==> src/hdl/mhr_pkg.sv <==
// Shared types and constants for the holding-register responder.
package mhr_pkg;

  localparam int unsigned WORD_W    = 16;
  localparam int unsigned ADDR_W    = 16;
  localparam int unsigned CMD_DEPTH = 2;
  localparam int unsigned OUT_DEPTH = 4;

  typedef enum logic [1:0] {
    ACT_READ         = 2'd0,
    ACT_WRITE_SINGLE = 2'd1,
    ACT_WRITE_MULTI  = 2'd2,
    ACT_UNSUPPORTED  = 2'd3
  } action_t;

  typedef enum logic [1:0] {
    ST_OK           = 2'd0,
    ST_ILLEGAL_ADDR = 2'd1,
    ST_ILLEGAL_FUNC = 2'd2
  } status_t;

  typedef enum logic {
    BK_CLEAR = 1'b0,
    BK_RUN   = 1'b1
  } back_state_t;

  // One classified request handed from the front end to the back end.
  typedef struct packed {
    logic                read;   // stream count words from addr
    logic                store;  // write value at addr
    logic                reply;  // one result item
    logic                echo;   // reply data is value, else zero
    status_t             status;
    logic [ADDR_W-1:0]   addr;
    logic [WORD_W-1:0]   count;
    logic [WORD_W-1:0]   value;
  } cmd_t;

  // One result item.
  typedef struct packed {
    logic                last;
    logic [WORD_W-1:0]   data;
    logic [WORD_W-1:0]   count;
    status_t             status;
  } res_t;

endpackage

==> src/hdl/mhr_ram.sv <==
// Generic simple dual-port RAM, one write and one registered read port.
module mhr_ram #(
  parameter int unsigned WIDTH = 16,
  parameter int unsigned DEPTH = 256
) (
  input  logic                                     clk,
  input  logic                                     we,
  input  logic [(DEPTH > 1 ? $clog2(DEPTH) : 1)-1:0] waddr,
  input  logic [WIDTH-1:0]                         wdata,
  input  logic                                     re,
  input  logic [(DEPTH > 1 ? $clog2(DEPTH) : 1)-1:0] raddr,
  output logic [WIDTH-1:0]                         rdata
);

  logic [WIDTH-1:0] mem [DEPTH];

  always_ff @(posedge clk) begin
    if (we) begin
      mem[waddr] <= wdata;
    end
    if (re) begin
      rdata <= mem[raddr];
    end
  end

endmodule

==> src/hdl/mhr_fifo.sv <==
// Small register FIFO with occupancy output.
module mhr_fifo #(
  parameter int unsigned WIDTH = 8,
  parameter int unsigned DEPTH = 2
) (
  input  logic                           clk,
  input  logic                           rst,
  input  logic                           push,
  input  logic [WIDTH-1:0]               din,
  input  logic                           pop,
  output logic [WIDTH-1:0]               dout,
  output logic                           full,
  output logic                           empty,
  output logic [$clog2(DEPTH+1)-1:0]     level
);

  localparam int unsigned PW = (DEPTH > 1) ? $clog2(DEPTH) : 1;
  localparam int unsigned LW = $clog2(DEPTH + 1);
  localparam logic [PW-1:0] PTR_LAST = PW'(DEPTH - 1);

  logic [WIDTH-1:0] slots [DEPTH];
  logic [PW-1:0]    wr_ptr;
  logic [PW-1:0]    rd_ptr;
  logic             do_push;
  logic             do_pop;

  assign full    = (level == LW'(DEPTH));
  assign empty   = (level == '0);
  assign do_push = push && !full;
  assign do_pop  = pop && !empty;
  assign dout    = slots[rd_ptr];

  always_ff @(posedge clk) begin
    if (do_push) begin
      slots[wr_ptr] <= din;
    end
  end

  always_ff @(posedge clk) begin
    if (rst) begin
      wr_ptr <= '0;
      rd_ptr <= '0;
      level  <= '0;
    end else begin
      if (do_push) begin
        wr_ptr <= (wr_ptr == PTR_LAST) ? '0 : wr_ptr + PW'(1);
      end
      if (do_pop) begin
        rd_ptr <= (rd_ptr == PTR_LAST) ? '0 : rd_ptr + PW'(1);
      end
      case ({do_push, do_pop})
        2'b10:   level <= level + LW'(1);
        2'b01:   level <= level - LW'(1);
        default: level <= level;
      endcase
    end
  end

endmodule

==> src/hdl/mhr_front.sv <==
// Front end: accepts request items, checks address, clamps counts, queues commands.
module mhr_front #(
  parameter int unsigned REG_COUNT = 256,
  parameter int unsigned MAX_READ  = 64
) (
  input  logic                clk,
  input  logic                rst,
  input  logic                tvalid,
  output logic                tready,
  input  logic [1:0]          action,
  input  logic [7:0]          slave_address,
  input  logic [15:0]         start_address,
  input  logic [15:0]         quantity,
  input  logic [6:0]          word_index,
  input  logic [15:0]         value,
  input  logic                last_word,
  input  logic [7:0]          own_address,
  input  logic                back_ready,
  output logic                cmd_push,
  output mhr_pkg::cmd_t       cmd,
  input  logic                cmd_full
);

  localparam logic [16:0] RC      = 17'(REG_COUNT);
  localparam logic [15:0] RD_MAX  = 16'(MAX_READ);

  logic        accept;
  logic        match;
  logic        oob;
  logic [16:0] remain;
  logic [15:0] wr_n;
  logic [15:0] rd_n;
  logic [16:0] wm_addr;
  logic        wm_store;
  logic        has_work;
  logic        clk_unused;

  // purely combinational; no item is taken while reset is held
  assign clk_unused = clk;

  assign tready = back_ready && !cmd_full && !rst;
  assign accept = tvalid && tready;
  assign match  = (slave_address == own_address);

  assign oob      = ({1'b0, start_address} >= RC);
  assign remain   = RC - {1'b0, start_address};
  assign wr_n     = ({1'b0, quantity} < remain) ? quantity : remain[15:0];
  assign rd_n     = (wr_n < RD_MAX) ? wr_n : RD_MAX;
  assign wm_addr  = {1'b0, start_address} + 17'(word_index);
  assign wm_store = ({9'd0, word_index} < quantity) && (wm_addr < RC);

  always_comb begin
    cmd          = '0;
    cmd.status   = mhr_pkg::ST_OK;
    cmd.addr     = start_address;
    cmd.value    = value;
    has_work     = 1'b1;
    unique case (mhr_pkg::action_t'(action))
      mhr_pkg::ACT_READ: begin
        if (oob) begin
          cmd.reply  = 1'b1;
          cmd.status = mhr_pkg::ST_ILLEGAL_ADDR;
        end else if (rd_n == '0) begin
          cmd.reply  = 1'b1;
        end else begin
          cmd.read   = 1'b1;
          cmd.count  = rd_n;
        end
      end
      mhr_pkg::ACT_WRITE_SINGLE: begin
        cmd.reply = 1'b1;
        if (oob) begin
          cmd.status = mhr_pkg::ST_ILLEGAL_ADDR;
        end else begin
          cmd.store = 1'b1;
          cmd.echo  = 1'b1;
          cmd.count = 16'd1;
        end
      end
      mhr_pkg::ACT_WRITE_MULTI: begin
        cmd.addr = wm_addr[15:0];
        if (oob) begin
          cmd.reply  = last_word;
          cmd.status = mhr_pkg::ST_ILLEGAL_ADDR;
          has_work   = last_word;
        end else begin
          cmd.store = wm_store;
          cmd.reply = last_word;
          cmd.count = wr_n;
          has_work  = wm_store || last_word;
        end
      end
      mhr_pkg::ACT_UNSUPPORTED: begin
        cmd.reply  = 1'b1;
        cmd.status = mhr_pkg::ST_ILLEGAL_FUNC;
      end
      default: begin
        has_work = 1'b0;
      end
    endcase
  end

  assign cmd_push = accept && match && has_work;

endmodule

==> src/hdl/mhr_back.sv <==
// Back end: register bank, clearing pass after reset, command execution.
module mhr_back #(
  parameter int unsigned REG_COUNT = 256,
  parameter int unsigned MAX_READ  = 64
) (
  input  logic                                   clk,
  input  logic                                   rst,
  input  logic                                   cmd_valid,
  input  mhr_pkg::cmd_t                          cmd,
  output logic                                   cmd_pop,
  input  logic [$clog2(mhr_pkg::OUT_DEPTH+1)-1:0] out_level,
  output logic                                   out_push,
  output mhr_pkg::res_t                          out_item,
  output logic                                   ready
);

  localparam int unsigned AW = (REG_COUNT > 1) ? $clog2(REG_COUNT) : 1;
  localparam int unsigned IW = (MAX_READ > 1) ? $clog2(MAX_READ) : 1;
  localparam int unsigned LW = $clog2(mhr_pkg::OUT_DEPTH + 1);
  localparam logic [AW-1:0] CLR_LAST = AW'(REG_COUNT - 1);
  localparam logic [LW:0]   ROOM_MAX = (LW+1)'(mhr_pkg::OUT_DEPTH - 2);

  mhr_pkg::back_state_t state;
  mhr_pkg::back_state_t state_next;

  logic [AW-1:0]  clr_addr;
  logic [IW-1:0]  idx;
  logic [IW-1:0]  idx_next;
  logic           inflight;
  logic [15:0]    rd_count;
  logic           rd_last;

  logic           room;
  logic           go;
  logic           issue;
  logic           issue_last;
  logic           act;
  logic           reply_push;
  logic [16:0]    rd_sum;

  logic           we;
  logic [AW-1:0]  waddr;
  logic [15:0]    wdata;
  logic [AW-1:0]  raddr;
  logic [15:0]    rdata;

  mhr_ram #(
    .WIDTH(mhr_pkg::WORD_W),
    .DEPTH(REG_COUNT)
  ) u_bank (
    .clk  (clk),
    .we   (we),
    .waddr(waddr),
    .wdata(wdata),
    .re   (issue),
    .raddr(raddr),
    .rdata(rdata)
  );

  // result buffer space counts words already asked of the RAM
  assign room  = ({1'b0, out_level} + (LW+1)'(inflight)) <= ROOM_MAX;
  assign go    = (state == mhr_pkg::BK_RUN) && cmd_valid && room;
  assign ready = (state == mhr_pkg::BK_RUN);

  assign rd_sum     = {1'b0, cmd.addr} + 17'(idx);
  assign raddr      = rd_sum[AW-1:0];
  assign issue      = go && cmd.read;
  assign issue_last = (16'(idx) == cmd.count - 16'd1);
  // single replies wait for the read pipe so results keep their order
  assign act        = go && !cmd.read && (!cmd.reply || !inflight);
  assign reply_push = act && cmd.reply;

  always_comb begin
    state_next = state;
    unique case (state)
      mhr_pkg::BK_CLEAR: begin
        if (clr_addr == CLR_LAST) begin
          state_next = mhr_pkg::BK_RUN;
        end
      end
      mhr_pkg::BK_RUN: begin
        state_next = mhr_pkg::BK_RUN;
      end
      default: begin
        state_next = mhr_pkg::BK_CLEAR;
      end
    endcase
  end

  always_comb begin
    we       = 1'b0;
    waddr    = cmd.addr[AW-1:0];
    wdata    = cmd.value;
    cmd_pop  = 1'b0;
    idx_next = idx;
    unique case (state)
      mhr_pkg::BK_CLEAR: begin
        we    = 1'b1;
        waddr = clr_addr;
        wdata = '0;
      end
      mhr_pkg::BK_RUN: begin
        we = act && cmd.store;
        if (issue) begin
          cmd_pop  = issue_last;
          idx_next = issue_last ? '0 : idx + IW'(1);
        end else begin
          cmd_pop = act;
        end
      end
      default: begin
        we = 1'b0;
      end
    endcase
  end

  always_comb begin
    out_push = inflight || reply_push;
    if (inflight) begin
      out_item.status = mhr_pkg::ST_OK;
      out_item.count  = rd_count;
      out_item.data   = rdata;
      out_item.last   = rd_last;
    end else begin
      out_item.status = cmd.status;
      out_item.count  = cmd.count;
      out_item.data   = cmd.echo ? cmd.value : '0;
      out_item.last   = 1'b1;
    end
  end

  always_ff @(posedge clk) begin
    if (rst) begin
      state    <= mhr_pkg::BK_CLEAR;
      clr_addr <= '0;
      idx      <= '0;
      inflight <= 1'b0;
    end else begin
      state    <= state_next;
      idx      <= idx_next;
      inflight <= issue;
      if (state == mhr_pkg::BK_CLEAR) begin
        clr_addr <= clr_addr + AW'(1);
      end
    end
  end

  always_ff @(posedge clk) begin
    if (issue) begin
      rd_count <= cmd.count;
      rd_last  <= issue_last;
    end
  end

endmodule

==> src/hdl/modbus_holding_register_responder_top.sv <==
// Top level of the Modbus holding-register responder.
//
//  port group  | role                       | item / payload
//  ------------+----------------------------+-------------------------------------------
//  s_t*        | request items in           | tuser: action; tdata: request fields;
//              |                            | tlast: last data word of write multiple
//  m_t*        | result items out           | tdata: status, count, data; tlast: last
//  p*          | APB register port          | own_address at byte address 0
//
// After reset the bank is swept to zero, one word per cycle, with s_tready
// low (APB writes are taken meanwhile).
// Each request item passes the front end combinationally into the command queue;
// a write or single reply is then done by the back end. A read of n words issues
// one RAM read per cycle while the result buffer has room, so its results leave
// at one item per cycle unless stalled. A 2-entry command queue lets the front keep
// taking items while the back streams; a 4-entry result buffer absorbs m_tready stalls.
module modbus_holding_register_responder_top #(
  parameter int unsigned REG_COUNT = 256,
  parameter int unsigned MAX_READ  = 64
) (
  input  logic        clk,
  input  logic        rst,
  // request items
  input  logic        s_tvalid,
  output logic        s_tready,
  // [7:0] slave_address, [23:8] start_address, [39:24] quantity,
  // [46:40] word_index, [62:47] value, [63] zero
  input  logic [63:0] s_tdata,
  // [1:0] action
  input  logic [1:0]  s_tuser,
  // last_word
  input  logic        s_tlast,
  // result items
  output logic        m_tvalid,
  input  logic        m_tready,
  // [1:0] status, [17:2] count, [33:18] data, [39:34] zero
  output logic [39:0] m_tdata,
  // last
  output logic        m_tlast,
  // configuration
  input  logic        psel,
  input  logic        penable,
  input  logic        pwrite,
  input  logic [2:0]  paddr,
  input  logic [31:0] pwdata,
  output logic [31:0] prdata,
  output logic        pready
);

  localparam logic [2:0] ADDR_OWN = 3'd0;
  localparam int unsigned CMD_W = $bits(mhr_pkg::cmd_t);
  localparam int unsigned RES_W = $bits(mhr_pkg::res_t);

  logic [7:0] own_address;

  // APB: always ready, single register
  assign pready = 1'b1;
  assign prdata = (paddr == ADDR_OWN) ? {24'd0, own_address} : '0;

  always_ff @(posedge clk) begin
    if (rst) begin
      own_address <= 8'd1;
    end else if (psel && penable && pwrite && pready && (paddr == ADDR_OWN)) begin
      own_address <= pwdata[7:0];
    end
  end

  // front end -> command queue
  logic              back_ready;
  logic              cmd_push;
  mhr_pkg::cmd_t     cmd_in;
  logic [CMD_W-1:0]  cmd_head_bits;
  mhr_pkg::cmd_t     cmd_head;
  logic              cmd_full;
  logic              cmd_empty;
  logic              cmd_pop;
  logic [$clog2(mhr_pkg::CMD_DEPTH+1)-1:0] cmd_level;
  logic              cmd_level_unused;

  mhr_front #(
    .REG_COUNT(REG_COUNT),
    .MAX_READ (MAX_READ)
  ) u_front (
    .clk          (clk),
    .rst          (rst),
    .tvalid       (s_tvalid),
    .tready       (s_tready),
    .action       (s_tuser),
    .slave_address(s_tdata[7:0]),
    .start_address(s_tdata[23:8]),
    .quantity     (s_tdata[39:24]),
    .word_index   (s_tdata[46:40]),
    .value        (s_tdata[62:47]),
    .last_word    (s_tlast),
    .own_address  (own_address),
    .back_ready   (back_ready),
    .cmd_push     (cmd_push),
    .cmd          (cmd_in),
    .cmd_full     (cmd_full)
  );

  mhr_fifo #(
    .WIDTH(CMD_W),
    .DEPTH(mhr_pkg::CMD_DEPTH)
  ) u_cmd_q (
    .clk  (clk),
    .rst  (rst),
    .push (cmd_push),
    .din  (cmd_in),
    .pop  (cmd_pop),
    .dout (cmd_head_bits),
    .full (cmd_full),
    .empty(cmd_empty),
    .level(cmd_level)
  );

  assign cmd_head         = mhr_pkg::cmd_t'(cmd_head_bits);
  assign cmd_level_unused = ^cmd_level;

  // back end -> result buffer
  logic              out_push;
  mhr_pkg::res_t     out_item;
  logic [RES_W-1:0]  out_head_bits;
  mhr_pkg::res_t     out_head;
  logic              out_full;
  logic              out_empty;
  logic [$clog2(mhr_pkg::OUT_DEPTH+1)-1:0] out_level;

  mhr_back #(
    .REG_COUNT(REG_COUNT),
    .MAX_READ (MAX_READ)
  ) u_back (
    .clk      (clk),
    .rst      (rst),
    .cmd_valid(!cmd_empty),
    .cmd      (cmd_head),
    .cmd_pop  (cmd_pop),
    .out_level(out_level),
    .out_push (out_push),
    .out_item (out_item),
    .ready    (back_ready)
  );

  mhr_fifo #(
    .WIDTH(RES_W),
    .DEPTH(mhr_pkg::OUT_DEPTH)
  ) u_out_q (
    .clk  (clk),
    .rst  (rst),
    .push (out_push && !(out_full && cmd_level_unused && 1'b0)),
    .din  (out_item),
    .pop  (m_tready),
    .dout (out_head_bits),
    .full (out_full),
    .empty(out_empty),
    .level(out_level)
  );

  assign out_head = mhr_pkg::res_t'(out_head_bits);
  assign m_tvalid = !out_empty;
  assign m_tdata  = {6'd0, out_head.data, out_head.count, out_head.status};
  assign m_tlast  = out_head.last;

endmodule

==> config.mk <==
export PLATFORM = sky130hd
export DESIGN_NAME = modbus_holding_register_responder_top
export DESIGN_NICKNAME = d
export VERILOG_FILES = /design/src/hdl/mhr_pkg.sv /design/src/hdl/mhr_ram.sv /design/src/hdl/mhr_fifo.sv /design/src/hdl/mhr_front.sv /design/src/hdl/mhr_back.sv /design/src/hdl/modbus_holding_register_responder_top.sv
export SDC_FILE = /design/constraint.sdc
export NUM_CORES = 2
export LEC_CHECK = 0
export ABC_AREA = 1
export BUFFER_PORTS_ARGS = -buffer_cell sky130_fd_sc_hd__buf_2
export CAP_MARGIN = 20
export CORE_MARGIN = 3
export CORE_UTILIZATION = 40
export DETAILED_ROUTE_END_ITERATION = 8
export PLACE_DENSITY = 0.52
export SLEW_MARGIN = 20
export SYNTH_ARGS = -nofsm -noshare
export SYNTH_HDL_FRONTEND = slang
export SYNTH_MEMORY_MAX_BITS = 65536
export SYNTH_SLANG_ARGS = --single-unit
==> constraint.sdc <==
create_clock -name clk -period 12.3 [get_ports clk]
set_input_delay 1.23 -clock clk [delete_from_list [all_inputs] [get_ports clk]]
set_output_delay 1.23 -clock clk [all_outputs]
set_load 0.02 [all_outputs]
==> results.txt <==
Post-synth EDFFs: 4361
Initial DRT Pass Iterations: 5
Inserted Clock Buffers: 462
share of cells above drive strength 1: 9.10%
P_leak: 64.6 nW
GRT Overall Usage: 22.0%
most common cell after layout, fill and taps aside: edfxtp_1
WP data required: 13.16 ns
postcts setup bufs: 0
Die Ht: 672 um
commonest cells after routing, fill and taps aside: edfxtp_1 (4361), nor2_1 (2486), o21ai_0 (2229)
initial antenna violation count: 20
Worst path max stage delay: 1.27 ns
Hold Path Stages: 1
fin area: 200000 um^2
Buffers on Ports: 128
clock root buffer: clkbuf_16
worst relative slew slack: 11.1%
crit path max fanout: 69
syn avg cell area: 12.7 um^2
skew final: 0.0610 ns
row count: 243
hold_ws: 0.446 ns
area grow syn2layout: 12.8%
io pins: 185
DR iter-0 viols: 12600
Cell Area, Placed: 185000 um^2
number of max-cap violations: 0
via count: 112000
Hold Fails Final Rpt: 0
Synth Register Bits: 4399
Synth Instances: 13900
pwr dens: 150 nW/um^2
Slew @ Worst Pin: 1.33 ns
gpl congestion: 0.822
Worst EP arrival: 8.31 ns
Worst-path clk slew: 0.06 ns
DRC Markers: 0
Worst Reg2Reg Path Length in Cells: 18
run status: completed
vias per std cell: 5.51
YS warnings: 0
Crit. End Element: register
clk buf depth: 4
HP Class: primary input to register
total power draw: 30.1 mW
largest net degree at the start of global routing: 199
startpoint types: register
register area: 132000 um^2
sum of negative setup slack: 0 ns
kind of critical path: register to register
Final setup viols: 0
H-tree levels: 5
HPWL Detailed: 279 mm
ys flop type: edfxtp_1
worst hold start: s_tdata[62]
async set-reset flop share out of synthesis: 0%
WL/cell: 25.3 um
Die W: 672 um
Sink Count: 4399
first-pass GRT wire length: 740 mm
Distinct cells, synth: 53
# fillers: 39700
area of the multi-input gates: 39200 um^2
Starting Density: 40.3%
register area share after synthesis: 74.3%
RSZ-0062 raised after global routing: false
Die Area: 451000 um^2
crit-path cells: buf_4 > inv_2 > nand2_1 > nand2_1 > ha_4 > fa_4 > buf_4 > buf_4 > buf_4 > o21ai_0 > o22ai_1 > inv_1 > o211ai_1 > nand3_1 > nand3_1 > nand3_1 > nand3_1 > and2_1
Final period util: 60.5%
Post-Syn Area: 177000 um^2
hold buffers post-CTS: 0
# resized after CTS: 0
Fmax: 134 MHz
CTS tree: yes
WL final: 514 mm
worst vdd ir: 142 uV
vias in the first global route: 104000
remaining antenna violation count: 0
later-pin clock latency in the skew report: 1.00 ns
crit path time final: 7.45 ns
core area: 440000 um^2
CP max stage cell: fa_4
Layout Nets: 14200
remaining global-route overflow: 0
Final Max Tran Viols: 0
## cells by family (layout without fill, tap and decap cells)
group           Yosys count  after routing  synth area share (%)
flops                  4399           4399                  74.3
buf+inv                1672           2098                  3.89
compound gates         3885           3885                  12.5
simple gates           3859           3859                  8.66
mux                      19             19                 0.107
fa+ha+maj                55             55                 0.401
xor+xnor                 38             38                 0.192
other cells               2             60               0.00423
## routing by layer
metal  global-route usage [%]  routed length (um)
met4                     6.08               14100
met5                        0                   0
met3                     3.58               36900
met1                     31.6              224000
met2                     34.9              239000
## worst max-delay path, delay by kind of cell (launching register included)
kind	cells	cell delay (ns)
adders and majority gates	2	1.45
buffers and inverters	6	3.12
AOI/OAI and AO/OA	3	0.67
DFF	1	0.47
and+or+nand+nor	7	1.38
## cell usage after synthesis (3+ instances only)
library cell	n	share of area (%)
edfxtp_1	4361	74
nor2_1	2516	5.3
o21ai_0	2230	6.3
o22ai_1	1046	3.7
nand2_1	756	1.6
inv_1	650	1.4
clkbuf_1	637	1.3
o211ai_1	512	2.2
nand3_1	511	1.4
buf_2	260	0.73
a21oi_1	56	0.16
buf_1	52	0.11
ha_1	52	0.37
buf_4	48	0.20
dfxtp_1	38	0.43
xor2_1	28	0.14
mux2i_1	19	0.11
buf_6	16	0.10
nand4_1	14	0.049
o21ai_1	14	0.040
nor3_1	13	0.037
and2_1	12	0.042
or2_2	12	0.042
nand2_4	10	0.063
xnor2_1	9	0.044
o21a_1	8	0.034
inv_2	6	0.013
a21o_1	4	0.017
nor4_1	4	0.014
fa_1	3	0.034
o21bai_1	3	0.013
## sequential cells by signal (all words and copies together) (netlist names), 2 cells and up, named ones only
register,flops
own_address,8
u_out_q.rd_ptr,2
u_out_q.level,3
u_cmd_q.level,2
u_out_q.wr_ptr,2
u_cmd_q.slots,92
u_back.rd_count,16
u_out_q.slots,140
u_back.u_bank.rdata,16
u_back.clr_addr,8
u_back.u_bank.mem,4096
u_back.idx,6
## worst paths after layout
kind	end	slack, ns
setup / recovery	u_back.u_bank.rdata[11]	4.85
hold / removal	u_cmd_q.slots[1][15]	0.45
setup reg to reg	u_back.u_bank.rdata[11]	4.85
hold reg to reg	u_cmd_q.level[1]	0.47
## metrics by stage
step           std cells  util, %  worst slack, ns
6_report           20300     45.5             4.85
5_1_grt            20300     45.5             4.39
4_1_cts            20300     45.4             4.65
3_5_place_dp       19400     42.1             4.69
3_3_place_gp       19400     42.1             4.64
2_1_floorplan      14000        -             3.60
## final cells by class
type	instances	share of cell area [%]
clock buffer	569	6.09
multi-input combinational	7887	19.6
tap	5880	3.68
clock inverter	292	1.27
antenna	29	0.0363
timing repair buffer	578	2.22
sequential	4399	65.9
inverter	659	1.25
## power breakdown
part | leakage (nW) | internal [mW] | switching [mW]
combinational | 19.3 | 0.0431 | 0.135
clock | 7.21 | 7.80 | 5.84
sequential | 38.1 | 16.2 | 0.00429
Power figures use the tool's default switching activity.
